## config.mk

```make
export PLATFORM = sky130hd
export DESIGN_NAME = positional_ordered_list_unit
export DESIGN_NICKNAME = d
export VERILOG_FILES = /design/src/hw/rtl/pol_pkg.sv /design/src/hw/rtl/pol_mem.sv /design/src/hw/rtl/pol_seq.sv /design/src/hw/rtl/positional_ordered_list_unit.sv
export SDC_FILE = /design/constraint.sdc
export NUM_CORES = 2
export LEC_CHECK = 0
export BUFFER_PORTS_ARGS = -buffer_cell sky130_fd_sc_hd__buf_2
export CAP_MARGIN = 0
export CORE_UTILIZATION = 35
export CTS_CLUSTER_DIAMETER = 60
export DETAILED_ROUTE_END_ITERATION = 10
export GPL_ROUTABILITY_DRIVEN = 0
export GPL_TIMING_DRIVEN = 0
export SLEW_MARGIN = 20
export SYNTH_ARGS = -nofsm -noshare
export SYNTH_HDL_FRONTEND = slang
export SYNTH_SLANG_ARGS = --single-unit
```

## constraint.sdc

```tcl
create_clock -name clk -period 6 [get_ports clk]
set_clock_uncertainty 0.05 [all_clocks]
set_input_delay 0.3 -clock clk [delete_from_list [all_inputs] [get_ports clk]]
set_output_delay 0.3 -clock clk [all_outputs]
set_load 0.02 [all_outputs]
```

## src/hw/rtl/pol_pkg.sv

```systemverilog
`timescale 1ns / 1ps
// ----------------------------------------------------------------------------
// pol_pkg
// Shared types and codes for the positional ordered list unit.
// ----------------------------------------------------------------------------
package pol_pkg;

  typedef enum logic [2:0] {
    ACT_INS_FRONT = 3'd0,
    ACT_INS_END   = 3'd1,
    ACT_INS_POS   = 3'd2,
    ACT_DEL_FRONT = 3'd3,
    ACT_DEL_END   = 3'd4,
    ACT_DEL_POS   = 3'd5,
    ACT_SEARCH    = 3'd6
  } pol_act_t;

  localparam logic [2:0] ST_OK       = 3'd0;
  localparam logic [2:0] ST_EMPTY    = 3'd1;
  localparam logic [2:0] ST_INVALID  = 3'd2;
  localparam logic [2:0] ST_FOUND    = 3'd3;
  localparam logic [2:0] ST_NOTFOUND = 3'd4;
  localparam logic [2:0] ST_FULL     = 3'd5;

  localparam int IN_DATA_W  = 56;
  localparam int OUT_DATA_W = 24;

  typedef struct packed {
    logic [2:0]         action;
    logic signed [31:0] item_value;
    logic signed [15:0] position;
  } pol_req_t;

  typedef struct packed {
    logic [2:0] status;
    logic [6:0] found_position;
    logic [6:0] element_count;
  } pol_res_t;

endpackage

```

## src/hw/rtl/pol_mem.sv

```systemverilog
`timescale 1ns / 1ps
// ----------------------------------------------------------------------------
// pol_mem
// Simple dual-port entry store: one write port, one read port, registered
// read data.
// ----------------------------------------------------------------------------
module pol_mem #(
  parameter int DEPTH = 64,
  parameter int AW    = 6,
  parameter int WIDTH = 32
) (
  input  logic             clk,
  input  logic             we,
  input  logic [AW-1:0]    waddr,
  input  logic [WIDTH-1:0] wdata,
  input  logic             re,
  input  logic [AW-1:0]    raddr,
  output logic [WIDTH-1:0] rdata
);

  logic [WIDTH-1:0] mem [DEPTH];
  logic [WIDTH-1:0] rdata_r;

  always_ff @(posedge clk) begin
    if (we) begin
      mem[waddr] <= wdata;
    end
  end

  always_ff @(posedge clk) begin
    if (re) begin
      rdata_r <= mem[raddr];
    end
  end

  assign rdata = rdata_r;

endmodule

```

## src/hw/rtl/pol_seq.sv

```systemverilog
`timescale 1ns / 1ps
// ----------------------------------------------------------------------------
// pol_seq
// Request sequencer: decodes a request, walks the entry store to shift or
// search, and holds the result until it is taken.
// ----------------------------------------------------------------------------
module pol_seq #(
  parameter int CAPACITY = 64,
  parameter int AW       = 6,
  parameter int CW       = 7
) (
  input  logic              clk,
  input  logic              rst_n,
  input  logic              req_valid,
  output logic              req_ready,
  input  pol_pkg::pol_req_t req,
  output logic              res_valid,
  input  logic              res_ready,
  output pol_pkg::pol_res_t res,
  output logic              mem_we,
  output logic [AW-1:0]     mem_waddr,
  output logic [31:0]       mem_wdata,
  output logic              mem_re,
  output logic [AW-1:0]     mem_raddr,
  input  logic [31:0]       mem_rdata
);
  import pol_pkg::*;

  localparam int SW = (CW + 1 > 17) ? CW + 1 : 17;

  typedef enum logic [4:0] {
    S_IDLE = 5'b00001,
    S_SHUP = 5'b00010,
    S_SHDN = 5'b00100,
    S_SRCH = 5'b01000,
    S_RESP = 5'b10000
  } state_t;

  state_t         state_r, state_nxt;
  logic [CW-1:0]  count_r, count_nxt;
  logic [31:0]    val_r, val_nxt;
  logic [AW-1:0]  idx_r, idx_nxt;
  logic [AW-1:0]  ptr_r, ptr_nxt;
  logic [CW-1:0]  n_r, n_nxt;
  logic           vld_r, vld_nxt;
  logic [AW-1:0]  vaddr_r, vaddr_nxt;
  logic [2:0]     status_r, status_nxt;
  logic [6:0]     found_r, found_nxt;

  logic signed [SW-1:0] p1;
  logic signed [SW-1:0] cnt_s;
  logic [AW-1:0]        ins_idx;
  logic [AW-1:0]        del_idx;
  logic [AW:0]          hit_pos;

  // position decode: insert lands in [1, count], delete in [0, count-1]
  always_comb begin
    p1    = SW'(req.position) - SW'(1);
    cnt_s = SW'(count_r);
    if (p1 < 1) begin
      ins_idx = AW'(1);
    end else if (p1 > cnt_s) begin
      ins_idx = AW'(count_r);
    end else begin
      ins_idx = AW'(p1);
    end
    if (p1 < 0) begin
      del_idx = '0;
    end else if (p1 > cnt_s - SW'(1)) begin
      del_idx = AW'(count_r - CW'(1));
    end else begin
      del_idx = AW'(p1);
    end
  end

  assign hit_pos = {1'b0, vaddr_r} + (AW + 1)'(1);

  always_comb begin
    state_nxt  = state_r;
    count_nxt  = count_r;
    val_nxt    = val_r;
    idx_nxt    = idx_r;
    ptr_nxt    = ptr_r;
    n_nxt      = n_r;
    vld_nxt    = vld_r;
    vaddr_nxt  = vaddr_r;
    status_nxt = status_r;
    found_nxt  = found_r;
    mem_we     = 1'b0;
    mem_waddr  = vaddr_r;
    mem_wdata  = mem_rdata;
    mem_re     = 1'b0;
    mem_raddr  = ptr_r;

    unique case (state_r)
      S_IDLE: begin
        if (req_valid) begin
          val_nxt    = req.item_value;
          vld_nxt    = 1'b0;
          status_nxt = ST_OK;
          found_nxt  = '0;
          state_nxt  = S_RESP;
          unique case (req.action)
            ACT_INS_FRONT, ACT_INS_END, ACT_INS_POS: begin
              if (count_r == CW'(CAPACITY)) begin
                status_nxt = ST_FULL;
              end else begin
                if (req.action == ACT_INS_FRONT) begin
                  idx_nxt = '0;
                end else if (req.action == ACT_INS_END) begin
                  idx_nxt = AW'(count_r);
                end else if (count_r == '0 || req.position == 16'sd1) begin
                  idx_nxt = '0;
                end else begin
                  idx_nxt = ins_idx;
                end
                ptr_nxt   = AW'(count_r - CW'(1));
                n_nxt     = count_r - CW'(idx_nxt);
                state_nxt = S_SHUP;
              end
            end
            ACT_DEL_FRONT, ACT_DEL_END, ACT_DEL_POS: begin
              if (count_r == '0) begin
                status_nxt = ST_EMPTY;
              end else begin
                if (req.action == ACT_DEL_FRONT ||
                    (req.action == ACT_DEL_POS && req.position == 16'sd1)) begin
                  idx_nxt = '0;
                end else if (req.action == ACT_DEL_END) begin
                  idx_nxt = AW'(count_r - CW'(1));
                end else begin
                  idx_nxt = del_idx;
                end
                if (req.action == ACT_DEL_POS && req.position != 16'sd1 &&
                    del_idx == '0) begin
                  status_nxt = ST_INVALID;
                end else begin
                  ptr_nxt   = idx_nxt + AW'(1);
                  n_nxt     = count_r - CW'(1) - CW'(idx_nxt);
                  state_nxt = S_SHDN;
                end
              end
            end
            ACT_SEARCH: begin
              if (count_r == '0) begin
                status_nxt = ST_EMPTY;
              end else begin
                status_nxt = ST_NOTFOUND;
                ptr_nxt    = '0;
                n_nxt      = count_r;
                state_nxt  = S_SRCH;
              end
            end
            default: begin
            end
          endcase
        end
      end
      S_SHUP: begin
        // move the entry read last cycle one place toward the end
        if (vld_r) begin
          mem_we    = 1'b1;
          mem_waddr = vaddr_r + AW'(1);
        end
        if (n_r != '0) begin
          mem_re    = 1'b1;
          vaddr_nxt = ptr_r;
          ptr_nxt   = ptr_r - AW'(1);
          n_nxt     = n_r - CW'(1);
          vld_nxt   = 1'b1;
        end else begin
          vld_nxt = 1'b0;
          if (!vld_r) begin
            mem_we    = 1'b1;
            mem_waddr = idx_r;
            mem_wdata = val_r;
            count_nxt = count_r + CW'(1);
            state_nxt = S_RESP;
          end
        end
      end
      S_SHDN: begin
        // move the entry read last cycle one place toward the front
        if (vld_r) begin
          mem_we    = 1'b1;
          mem_waddr = vaddr_r - AW'(1);
        end
        if (n_r != '0) begin
          mem_re    = 1'b1;
          vaddr_nxt = ptr_r;
          ptr_nxt   = ptr_r + AW'(1);
          n_nxt     = n_r - CW'(1);
          vld_nxt   = 1'b1;
        end else begin
          vld_nxt = 1'b0;
          if (!vld_r) begin
            count_nxt = count_r - CW'(1);
            state_nxt = S_RESP;
          end
        end
      end
      S_SRCH: begin
        if (vld_r && mem_rdata == val_r) begin
          status_nxt = ST_FOUND;
          found_nxt  = 7'(hit_pos);
          vld_nxt    = 1'b0;
          state_nxt  = S_RESP;
        end else if (n_r != '0) begin
          mem_re    = 1'b1;
          vaddr_nxt = ptr_r;
          ptr_nxt   = ptr_r + AW'(1);
          n_nxt     = n_r - CW'(1);
          vld_nxt   = 1'b1;
        end else begin
          vld_nxt = 1'b0;
          if (!vld_r) begin
            state_nxt = S_RESP;
          end
        end
      end
      S_RESP: begin
        if (res_ready) begin
          state_nxt = S_IDLE;
        end
      end
      default: begin
        state_nxt = S_IDLE;
      end
    endcase
  end

  always_ff @(posedge clk) begin
    if (!rst_n) begin
      state_r <= S_IDLE;
      count_r <= '0;
      vld_r   <= 1'b0;
    end else begin
      state_r <= state_nxt;
      count_r <= count_nxt;
      vld_r   <= vld_nxt;
    end
  end

  always_ff @(posedge clk) begin
    val_r    <= val_nxt;
    idx_r    <= idx_nxt;
    ptr_r    <= ptr_nxt;
    n_r      <= n_nxt;
    vaddr_r  <= vaddr_nxt;
    status_r <= status_nxt;
    found_r  <= found_nxt;
  end

  assign req_ready          = (state_r == S_IDLE);
  assign res_valid          = (state_r == S_RESP);
  assign res.status         = status_r;
  assign res.found_position = found_r;
  assign res.element_count  = 7'(count_r);

endmodule

```

## src/hw/rtl/positional_ordered_list_unit.sv

```systemverilog
`timescale 1ns / 1ps
// ----------------------------------------------------------------------------
// positional_ordered_list_unit
// Bounded ordered list of signed 32-bit values held in one entry store;
// insert, delete and search requests walk the store one entry a cycle.
// ----------------------------------------------------------------------------
//  channel | dir | tdata fields (low bit up)                         | width
//  in_     | in  | action[2:0] item_value[34:3] position[50:35] pad  | 56
//  out_    | out | status[2:0] found_position[9:3] element_count[16:10] | 24
//
//  One request at a time. An insert or a delete shifts the entries from its
//  position to the end of the list, and a search reads entries until a
//  match or the end; every walk is paced by the single read and write port
//  of the entry store, and the result is then held in the sequencer until
//  it is taken.
//  Reset clears the element count and the control state only; entries are
//  read only after they are written, so the store gets no clearing pass.
//  A stalled out_ side holds the result in the output register; the next
//  request is taken while it waits.
// ----------------------------------------------------------------------------
module positional_ordered_list_unit #(
  parameter int CAPACITY = 64
) (
  input  logic                           clk,
  input  logic                           rst_n,
  input  logic                           in_tvalid,
  output logic                           in_tready,
  // action[2:0], item_value[34:3], position[50:35], zero pad [55:51]
  input  logic [pol_pkg::IN_DATA_W-1:0]  in_tdata,
  output logic                           out_tvalid,
  input  logic                           out_tready,
  // status[2:0], found_position[9:3], element_count[16:10], zero pad [23:17]
  output logic [pol_pkg::OUT_DATA_W-1:0] out_tdata
);
  import pol_pkg::*;

  localparam int AW = (CAPACITY > 1) ? $clog2(CAPACITY) : 1;
  localparam int CW = $clog2(CAPACITY + 1);

  pol_req_t      req;
  pol_res_t      res;
  logic          res_valid;
  logic          res_ready;
  logic          mem_we;
  logic [AW-1:0] mem_waddr;
  logic [31:0]   mem_wdata;
  logic          mem_re;
  logic [AW-1:0] mem_raddr;
  logic [31:0]   mem_rdata;

  logic     out_valid_r;
  pol_res_t out_res_r;

  // unpack the request
  assign req.action     = in_tdata[2:0];
  assign req.item_value = in_tdata[34:3];
  assign req.position   = in_tdata[50:35];

  pol_seq #(
    .CAPACITY (CAPACITY),
    .AW       (AW),
    .CW       (CW)
  ) u_seq (
    .clk       (clk),
    .rst_n     (rst_n),
    .req_valid (in_tvalid),
    .req_ready (in_tready),
    .req       (req),
    .res_valid (res_valid),
    .res_ready (res_ready),
    .res       (res),
    .mem_we    (mem_we),
    .mem_waddr (mem_waddr),
    .mem_wdata (mem_wdata),
    .mem_re    (mem_re),
    .mem_raddr (mem_raddr),
    .mem_rdata (mem_rdata)
  );

  pol_mem #(
    .DEPTH (CAPACITY),
    .AW    (AW),
    .WIDTH (32)
  ) u_mem (
    .clk   (clk),
    .we    (mem_we),
    .waddr (mem_waddr),
    .wdata (mem_wdata),
    .re    (mem_re),
    .raddr (mem_raddr),
    .rdata (mem_rdata)
  );

  // output register: load when empty or being drained
  assign res_ready = !out_valid_r || out_tready;

  always_ff @(posedge clk) begin
    if (!rst_n) begin
      out_valid_r <= 1'b0;
    end else if (res_ready) begin
      out_valid_r <= res_valid;
    end
  end

  always_ff @(posedge clk) begin
    if (res_ready && res_valid) begin
      out_res_r <= res;
    end
  end

  assign out_tvalid = out_valid_r;
  assign out_tdata  = {7'd0, out_res_r.element_count, out_res_r.found_position,
                       out_res_r.status};

endmodule

```

**After elaboration in Yosys (flattened, before gate mapping)**

Memory sizes are Yosys's and may differ from the RTL's. A register that Yosys moved wholly into a read port is not among the register bits.
Index checks and enable logic that the tools add are counted.

- $add $sub $neg: 13
- Magnitude comparators: 4
- Equal/unequal tests: 31
- Mux-type cells: 88
- Reduce and logical (&&, ||, !) cells: 31

Operators by type and width:

| kind | number |
|---|---|
| $mux W6 | 33 |
| $mux W32 | 3 |
| $mux W7 | 13 |
| $mux W5 | 9 |
| $pmux W7 S3 | 2 |
| $pmux W6 S2 | 3 |
| $gt A17 B8 Y1 | 2 |
| $eq A32 B32 Y1 | 1 |
| $pmux W7 S2 | 2 |
| $pmux W6 S4 | 1 |
| $pmux W5 S4 | 1 |
| $add A6 B1 Y6 const B | 3 |
| $pmux W6 S3 | 1 |
| $lt A17 B1 Y1 const B | 1 |
| $lt A17 B2 Y1 const B | 1 |
| $sub A16 B2 Y17 const B | 1 |
| $eq A16 B2 Y1 const B | 1 |
| $ne A16 B2 Y1 const B | 1 |
| $ne A2 B2 Y1 const B | 8 |
| $mux W3 | 5 |
| $pmux W5 S3 | 1 |
| $sub A7 B1 Y7 const B | 2 |
| $sub A7 B6 Y7 | 2 |
| $ne A3 B3 Y1 const B | 4 |
| 38 further kinds | 66 |

- Register bits after elaboration: 98
- Memory bits (writable): 2048
- Input bits: 60
- Memories kept: 1

Memories:

| memory | words | width | read ports | clocked after memory_dff | write ports | RTL line | text |
|---|---|---|---|---|---|---|---|
| u_mem.mem | 64 | 32 | 1 | 1 | 1 | pol_mem.sv:21 | `logic [WIDTH-1:0] mem [DEPTH];` |

**Depth between registers and ports, before layout**

- Depth in word-level cells: 16
- Depth in mapped cells: 27
- Depth with buffers taken out: 25

**Hierarchy**

Synthesis repeated with hierarchy kept, for this count alone.

- Cells, all modules: 4271
- Area, all modules: 86798.2 um2

By module, submodules not included:

| module | instances | cells an instance | area an instance (um2) |
|---|---|---|---|
| pol_mem | 1 | 3511 | 79359.9 |
| pol_seq | 1 | 730 | 6814.0 |
| positional_ordered_list_unit | 1 | 30 | 624.3 |

**Worst setup path after synthesis**

Ideal clock, no wire load.

- Kind: flip-flop to flip-flop
- From: register u_seq.count_r[0]
- To: register u_seq.n_r[5] (data pin)
- Library setup time: 0.270 ns
- Arrival: 5.290 ns
- Required time: 5.680 ns
- Setup slack: 0.391 ns
- Stages on the path, launching flop included: 23
- Path buffers: 1
- Period minus slack after synthesis: 5.609 ns
- Cells stage by stage: dfxtp_1 clkbuf_1 inv_1 ha_1 and3_1 xnor2_1 inv_1 ha_1 a21oi_1 o21ai_0 a2111o_1 a22oi_1 o31ai_1 a221oi_2 ha_1 a21o_1 a21o_1 a21o_1 a21oi_1 xor2_1 o22ai_1 a211oi_1 a21oi_1

- Word-level cells in the longest chain between the ends: 16
- Elaborated cells between the ends (all ways): 31
- Those cells by class: add/sub (4); order compare (2); mux (23); reduce/logical (2)

RTL lines:

| element | RTL line | text |
|---|---|---|
| from (decl) | pol_seq.sv:40 | `logic [CW-1:0] count_r, count_nxt;` |
| from (signal assigned) | pol_seq.sv:239 | `count_r <= count_nxt;` |
| $sub A7 B1 Y8 | pol_seq.sv:69 | `end else if (p1 > cnt_s - SW'(1)) begin` |
| $gt A17 B8 Y1 | pol_seq.sv:69 |  |
| $mux W6 | pol_seq.sv:69 |  |
| $mux W6 | pol_seq.sv:67 | `if (p1 < 0) begin` |
| $mux W6 | pol_seq.sv:129 | `end else if (req.action == ACT_DEL_END) begin` |
| $mux W6 | pol_seq.sv:126 | `if (req.action == ACT_DEL_FRONT \|\|` |
| $mux W6 | pol_seq.sv:123 | `if (count_r == '0) begin` |
| $mux W6 | pol_seq.sv:103 | `unique case (req.action)` |
| $mux W6 | pol_seq.sv:97 | `if (req_valid) begin` |
| $mux W6 | pol_seq.sv:95 | `unique case (state_r)` |
| $sub A7 B6 Y7 | pol_seq.sv:139 | `n_nxt = count_r - CW'(1) - CW'(idx_nxt);` |
| $mux W7 | pol_seq.sv:134 | `if (req.action == ACT_DEL_POS && req.position != 16'sd1 &&` |
| $mux W7 | pol_seq.sv:123 |  |
| $pmux W7 S3 * | pol_seq.sv:103 |  |
| $mux W7 * | pol_seq.sv:97 |  |
| $pmux W7 S3 * | pol_seq.sv:95 |  |
| via u_seq.n_nxt[5] | pol_seq.sv:44 | `logic [CW-1:0] n_r, n_nxt;` |
| to (signal assigned) | pol_seq.sv:248 | `n_r <= n_nxt;` |
| to (decl) | pol_seq.sv:44 |  |

Mark *: on every way through the listed nets, which the timed path passes. The rest lies on a longest branch. The select of a mux whose other input is x is not followed.
A chain may end at the register's enable or synchronous reset.

**Final worst setup path**

- From: register u_seq.count_r[0]
- To: register u_seq.n_r[6] (data pin)

The elaborated chain is that of the path after synthesis.

==> summary.txt <==
Run status
  • Status: finished, final reports clean

Floorplanning
  • Die Height: around 500 µm
  • Initial Utilization: 0.353
  • Core area: about 240,000 µm²
  • Number of I/O pins: 86
  • Die ar.: ~250,000 µm²
  • Die width: ~500 µm
  • Row cnt: 181

Worst setup path
  • Reg-to-reg slack, setup: around 320 ps
  • Crit path largest cell delay: between 400 and 500 ps
  • Worst reg2reg startpoint: u_seq.count_r[0]
  • CP endpoint kind: flop
  • Worst EP arrival: around 6200 ps
  • Startpoint types: flop
  • CP Class: flop to flop
  • R2R cell count: 25
  • Reg2reg end: u_seq.n_r[6]
  • Crit-path max FO: 10
  • Critical Path RT: roughly 6500 ps
  • Critical Path Slowest Stage Cell: fa_1

Logic synthesis
  • Synth Area in XOR/XNOR: 0.00803
  • Post-synthesis mux area share: 0.180
  • Top_reg_cell synth: edfxtp_1
  • Largest family of logic cells by synthesized area: multiplexers
  • Synth warn: 0
  • Mapped cell area: ~86,000 µm²
  • Adder-cell share of the synthesized area: 0.00782
  • Synth Register Bits: ~2,200
  • Asr flop ratio synth: 0
  • EDFF count, synth: around 2,200
  • Post-synthesis cell count: 3,824
  • Cell taking the most area after synthesis: edfxtp_1
  • Compound-Gate Fraction of Synth Area: 0.0150
  • Register area share after synthesis: 0.758
  • Simple-gate portion of the synthesized area: 0.0202
  • Largest cells by area after synthesis: edfxtp_1 (75%), mux4_2 (17%), ha_1 (0.71%), mux2_2 (0.67%), nor2_1 (0.56%)
  • Post-synth top area share: 0.754
  • Netlist cell types: 77
  • Avg Inst Size Synth: 22.5 µm²

Power
  • Pwr Density: 335 nW/µm²
  • Worst vdd ir: between 0.2 and 0.3 mV
  • Static leakage: 31.8 nW

Clock tree
  • Clock Path Buffers: 3
  • # clock sinks: roughly 2,200
  • Root Driver: clkbuf_16
  • Latest clock arrival within the worst-skew pair: between 800 and 900 ps
  • CTS tree: built
  • Clock slew seen by the registers of the worst setup and hold paths: roughly 60 ps
  • H-tree Lvls: 4
  • CTS Buf Count: ~210

STA
  • Unrepaired setup endpoints after global routing: no
  • Final hold viol count: 0
  • Slew margin rel.: 0.198
  • Fmax: about 0.18 GHz
  • # setup viols final: 0
  • Worst-Margin Slew: between 1000 and 1500 ps
  • Final Cycle Share: 0.946
  • Hold Slack: approximately 110 ps
  • Final TNS setup: 0 ps
  • Max-slew violations: 0
  • Fin crit period: roughly 5700 ps

Detailed routing
  • DRT antenna net count: 0
  • Drt total wl: ~240 mm
  • Initial DRT Pass Iterations: 5
  • 1st-iter DRT viols: 5,951
  • Via count: about 43,000
  • Drc violations: 0
  • Wirelength per Cell: slightly above 30 µm
  • Vias per inst: around 5.7

Cells and area
  • Nets: between 4,000 and 5,000
  • Area occupied by multi-input gates: 20,600 µm²
  • Most frequent cells in the layout: edfxtp_1 (2,164), mux4_2 (654), clkbuf_16 (218)
  • Share of cells above drive strength 1: 0.311
  • FILL cells: a little over 20,000
  • Most common cell after layout, fill and taps aside: edfxtp_1
  • Non-filler cells, final: ~7,700
  • Synthesis-to-layout area growth: 18.3%
  • FF+latch area: 65,300 µm²

Place
  • Final HPWL DP: between 150 and 200 mm
  • Dpl cells: between 7,000 and 8,000
  • Port Buffers: slightly above 70

Min path
  • Hold Startpoint: in_tdata[1]
  • WHS Endpoint: u_seq.status_r[2]
  • Hold depth: 6
  • Min-delay worst type: primary input to flop

Global routing
  • Pin count of the biggest net entering global routing: 65
  • Initial antenna violation count: 11
  • Overall Global Routing Usage: 0.190
  • Vias in the first global route: 43,400
  • Grt ovf: 0
  • First-pass GRT wire length: 334 mm

Run
  • Max-cap violations: 0
==> per-layer routing <==
metal / vias to the layer above / share of wire / track usage
met5: - / 0.000021 / 0
met3: 418 / 0.092 / 0.0399
met1: 23600 / 0.40 / 0.263
met2: 2260 / 0.47 / 0.299
li1: 17200 / - / -
met4: 2 / 0.036 / 0.0653
==> how the worst max path moves through the flow <==
stage               cells past startpoint  slack (ps)           endpoint        startpoint
detailed placement                     22       -1600       u_seq.n_r[5]  u_seq.count_r[0]
global placement                        8       -2230  u_mem.mem[14][22]      u_seq.n_r[2]
finish                                 25         320       u_seq.n_r[6]  u_seq.count_r[0]
floorplan                              22         390       u_seq.n_r[5]  u_seq.count_r[0]
global route                           25          30       u_seq.n_r[6]  u_seq.count_r[0]
CTS                                    25          70       u_seq.n_r[6]  u_seq.count_r[0]
==> area by class of cell <==
cell class,count,share of cell area
multi-input cells,1415,0.202
flip-flops and latches,2178,0.640
diodes,5,0.000123
inverters,33,0.00125
clock buffers,275,0.0557
plain buffers,204,0.00888
clock inverters,121,0.0134
well taps,3202,0.0393
repair buffers,244,0.0385
==> kinds of logic after synthesis <==
family / Yosys count
adders and majority gates: 52
other: 1
AOI/OAI and AO/OA: 193
buffers and inverters: 237
muxes: 726
and+or+nand+nor: 358
DFF: 2178
xor gates and xnor gates: 79
==> worst max-delay path: cells and delay by family (launching register included) <==
kind | cells | cell delay [ps]
XOR/XNOR | 2 | 360
flip-flops | 1 | 420
AO/OA/AOI/OAI | 11 | 2130
adder cells (fa/ha/maj) | 4 | 1180
AND/OR/NAND/NOR | 3 | 560
buffers and inverters | 5 | 720
==> where the power goes <==
group          total (mW)  internal (mW)  switching, mW
Combinational        3.75           1.59           2.16
Clock                13.6           7.74           5.82
Sequential           16.9           16.7          0.109
Total                34.2           26.1           8.08
==> registers in the layout (all words and copies together), names as in the netlist, 6 cells and up <==
name             flops
u_seq.found_r        7
u_seq.n_r            7
u_mem.mem         2048
u_seq.vaddr_r        6
out_tdata           17
u_seq.val_r         32
u_seq.count_r        7
u_seq.mem_raddr      6
u_mem.rdata         32
u_seq.idx_r          6
==> Yosys cell counts (all sizes together), types with 3 or more instances <==
library cell  instances
a31oi                 5
fa                    3
and2                 12
o21ai                57
or4                   3
a22o                  4
clkbuf              128
nor2                129
mux2                 51
buf                  76
a22oi                 5
a32oi                 3
a221oi                6
o211ai                3
nor4                 15
a211oi                9
a221o                 6
mux2i                21
o31ai                 6
xnor2                29
ha                   49
nor3                 30
nor2b                15
xor2                 50
nand3b                5
nand3                24
and3                  6
mux4                654
or3b                  3
inv                  31
o221ai                6
o21a                  3
dfxtp                14
nor3b                 7
o22ai                 5
a21o                 12
nand2                73
or3                   9
nand2b               14
a21oi                44
nand4                 5
edfxtp             2164
==> repair_timing <==
item | CTS | global route
setup buffers | 5 | 3
hold buffers | 36 | 0
endpoints found under the hold margin | 59 | 0
endpoints found under the setup margin | 31 | 4
resized for setup | 7 | 12
pin swaps | 4 | 2
==> per-stage QoR <==
step                setup WS (ps)  power, mW  area [µm²]   util
finish                        323       34.2      102000  0.418
global route                 28.2       35.1      102000  0.418
CTS                          69.3       34.4      102000  0.417
detailed placement          -1600       20.9       94300  0.386
global placement            -2230       20.8       90500  0.371
floorplan                     391       19.4       86200      -
No activity file was read; power rests on OpenSTA's default activity.
